--- src/rtl/sto_ram.sv ---
`default_nettype none
// ----------------------------------------------------------------------------
// sto_ram: generic single-write, single-read RAM
// One write port and one read port with registered read data.
// ----------------------------------------------------------------------------
module sto_ram #(
  parameter int unsigned WIDTH = 8,
  parameter int unsigned DEPTH = 16
) (
  input  wire logic                     clk,
  input  wire logic                     wr_en,
  input  wire logic [$clog2(DEPTH)-1:0] wr_addr,
  input  wire logic [WIDTH-1:0]         wr_data,
  input  wire logic                     rd_en,
  input  wire logic [$clog2(DEPTH)-1:0] rd_addr,
  output logic      [WIDTH-1:0]         rd_data
);

  logic [WIDTH-1:0] mem [DEPTH];

  always_ff @(posedge clk) begin
    if (wr_en) begin
      mem[wr_addr] <= wr_data;
    end
    if (rd_en) begin
      rd_data <= mem[rd_addr];
    end
  end

endmodule

`default_nettype wire
--- config.mk ---
export PLATFORM = sky130hd
export DESIGN_NAME = sto_ram
export DESIGN_NICKNAME = d
export VERILOG_FILES = /design/src/rtl/sto_ram.sv
export SDC_FILE = /design/constraint.sdc
export NUM_CORES = 1
export LEC_CHECK = 0
export ABC_AREA = 1
export BUFFER_PORTS_ARGS = -buffer_cell sky130_fd_sc_hd__buf_2
export CORE_MARGIN = 10
export CORE_UTILIZATION = 30
export CTS_CLUSTER_SIZE = 40
export DETAILED_ROUTE_END_ITERATION = 10
export GPL_ROUTABILITY_DRIVEN = 1
export PLACE_DENSITY = 0.46
export SLEW_MARGIN = 20
export SYNTH_ARGS = -nofsm -noshare
export SYNTH_HDL_FRONTEND = slang
export SYNTH_SLANG_ARGS = --single-unit
--- constraint.sdc ---
create_clock -name clk -period 1.69 [get_ports clk]
set_input_delay 0.338 -clock clk [delete_from_list [all_inputs] [get_ports clk]]
set_output_delay 0.338 -clock clk [all_outputs]
set_load 0.01 [all_outputs]
==> summary.txt <==
CTS
  • Cts bufs inserted: 17
  • Total clock sinks: 136
  • CTS clk-pin slew, worst paths: about 0.050 ns
  • CTS max path bufs: 2
  • Clk root buf: clkbuf_16
  • Skew-Pair Late Insertion Delay: 0.41 ns
  • Post-CTS resize count: 0
  • Hold-fix buffers, CTS: 0
  • TritonCTS clock tree: built
  • H-tree Lvls: 4
  • # Post-CTS Setup Buffers: 0

Critical path
  • Max stage delay on crit path: about 0.45 ns
  • Crit-path slowest cell: edfxtp_1
  • Critical Path AT: between 1 and 1.5 ns
  • Nature of the critical path endpoint: primary output
  • Worst path required time: 1.35 ns
  • CP max FO: 1
  • Startpoint Class: register
  • Crit path buf inv count: 1
  • Delay-heaviest family, CP: flip-flops
  • Critical Path, Cell by Cell: buf_2
  • Worst Setup Path Type: reg2out

Logic synthesis
  • Main synth FF type: edfxtp_1
  • Area leader, netlist: edfxtp_1
  • Most frequent cell after synthesis: nand2_1
  • Mapped cell area: approximately 0.0058 mm²
  • Synth Warn #: 0
  • Synth area leaders: edfxtp_1 (70%), nand2_1 (11%), nand3_1 (8.3%), inv_1 (6.4%), buf_6 (1.2%)
  • Mapped Cells: between 500 and 600
  • Area share of the largest cell type after synthesis: between 60% and 70%
  • FF+latch count, synth: 136
  • Number of enable flip-flop cells after synthesis: 136
  • Syn Area/Cell: about 11 µm²
  • Post-synth ARST share: 0%
  • Sequential area share after synthesis: 69.8%
  • Synth cell types: 11
  • Syn nets: between 500 and 600
  • Top cells by count, synth: nand2_1 (173), edfxtp_1 (136), inv_1 (100)

Power
  • PwrDens: roughly 1100 mW/mm²
  • Leak Pwr: ~3 nW
  • Peak VDD IR: 0.681 mV

Final layout
  • Layout cells sized above 1: between 10% and 20%
  • Final Net Count: just over 600
  • Layout overhead on the synthesized area: 17.3%
  • Ant. Diodes: 0

Detailed routing
  • Vias per cell: 4.37
  • Avg WL per Cell: 16.7 µm
  • 1st-pass router iterations: 5
  • Drt drc: 0
  • Drt first-iter violations: 333
  • Overall routed net length: approximately 14,000 µm
  • Via count: ~3,800
  • Final ANT Viol Nets: 0

Die
  • Ports: 27
  • Row cnt: 51
  • Core ar.: ~0.019 mm²
  • Die Width: around 160 µm
  • Initial core utilization: a little under a third
  • Die ar.: 0.0255 mm²
  • Chip Height: approximately 160 µm

Timing
  • Final setup TNS: 0 ns
  • Final setup vio count: 0
  • Worst Tran Pin Value: roughly 0.7 ns
  • Hold Vio Cnt, Final: 0
  • Relative slew slack: 54.0%
  • RSZ-0062 raised after global routing: no
  • Fmax: slightly above 0.7 GHz
  • Setup Skew: about 0.0078 ns
  • Min Tclk post-route: between 1 and 1.5 ns
  • Pins over their slew limit: 0
  • Final period util: a little over 80%
  • Worst Hold Margin: slightly above 0.3 ns

Placement
  • Detail Placement HPWL: between 9000 and 10,000 µm
  • IO buf count: 26
  • Routability-driven placement congestion ratio: 0.844

Outcome
  • Run status: finished, final reports clean

GRT
  • Initial antenna violation count: 0
  • Largest net degree at the start of global routing: 37
  • Total gr overflow: 0
  • Vias in the first global route: roughly 3,800
  • Tot GR Track Use: a little under an eighth
  • First-pass GRT wire length: approximately 22,000 µm

Hold path
  • Worst Hold Class: in2reg

Flow run
  • Max-cap violation count: 0
[cell usage in the layout (no fill, tap or decap)]
cell       Yosys  final
buf_12         0      5
buf_2         13     26
buf_4          4     19
clkbuf_1       0      4
clkbuf_16      0     17
clkinv_1       0      1
clkinv_2       0      6
edfxtp_1     136    136
inv_1        100    100
inv_2          2      2
nand2_1      173    173
nand3_1       97     97
nand3b_1       2      2
nor2_1        17     17
[metrics by stage]
stage | instance area [µm²] | worst slack, ns | std cells | utilization [%] | power, W
2_1_floorplan | 5850 | 0.401 | 551 | - | 0.00416
3_3_place_gp | 6380 | 0.0636 | 842 | 33.0 | 0.00439
3_5_place_dp | 6380 | 0.0243 | 842 | 33.0 | 0.00440
4_1_cts | 6860 | 0.304 | 870 | 35.5 | 0.00745
5_1_grt | 6860 | 0.288 | 870 | 35.5 | 0.00767
6_report | 6860 | 0.309 | 870 | 35.5 | 0.00738
[worst paths after layout]
path / startpoint / to / slack, ns / cells after the start
min: rd_en / rd_data[6] / 0.30 / 1
min reg2reg: mem[14][6] / rd_data[6] / 0.77 / 6
max reg2reg: mem[9][0] / rd_data[0] / 0.52 / 6
max: rd_data[4] / rd_data[4] / 0.31 / 1
[layout make-up]
| class | count | area (µm²) |
|---|---|---|
| multi-input combinational | 289 | 1210 |
| fill | 1943 | 12500 |
| sequential | 136 | 4080 |
| timing repair buffer | 50 | 373 |
| inverter | 102 | 383 |
| tap | 265 | 332 |
| clock buffer | 21 | 440 |
| clock inverter | 7 | 33.8 |
[flip-flops by register name, indices dropped and copies added (netlist names)]
signal / cells
rd_data: 8
mem: 128
[cells by family after synthesis]
logic type / count (synthesis) / share of synthesized area [%]
flops: 136 / 69.8
simple gates: 289 / 20.8
buf+inv: 126 / 9.39
[power by group]
group | leakage (nW) | internal [W] | switching (W)
Combinational | 1.44 | 0.000149 | 0.000342
Clock | 0.239 | 0.00181 | 0.00125
Sequential | 1.24 | 0.00380 | 0.0000237
[per-layer routing]
layer  part of all wire (%)  up-vias  global-route usage [%]
met3                    5.2       15                    2.59
met5                      0        -                       0
li1                       -     1868                       -
met1                     45     1834                    15.1
met4                    1.9        0                    4.80
met2                     48       88                    18.5
Note: power is estimated with default switching activity, not from simulation.
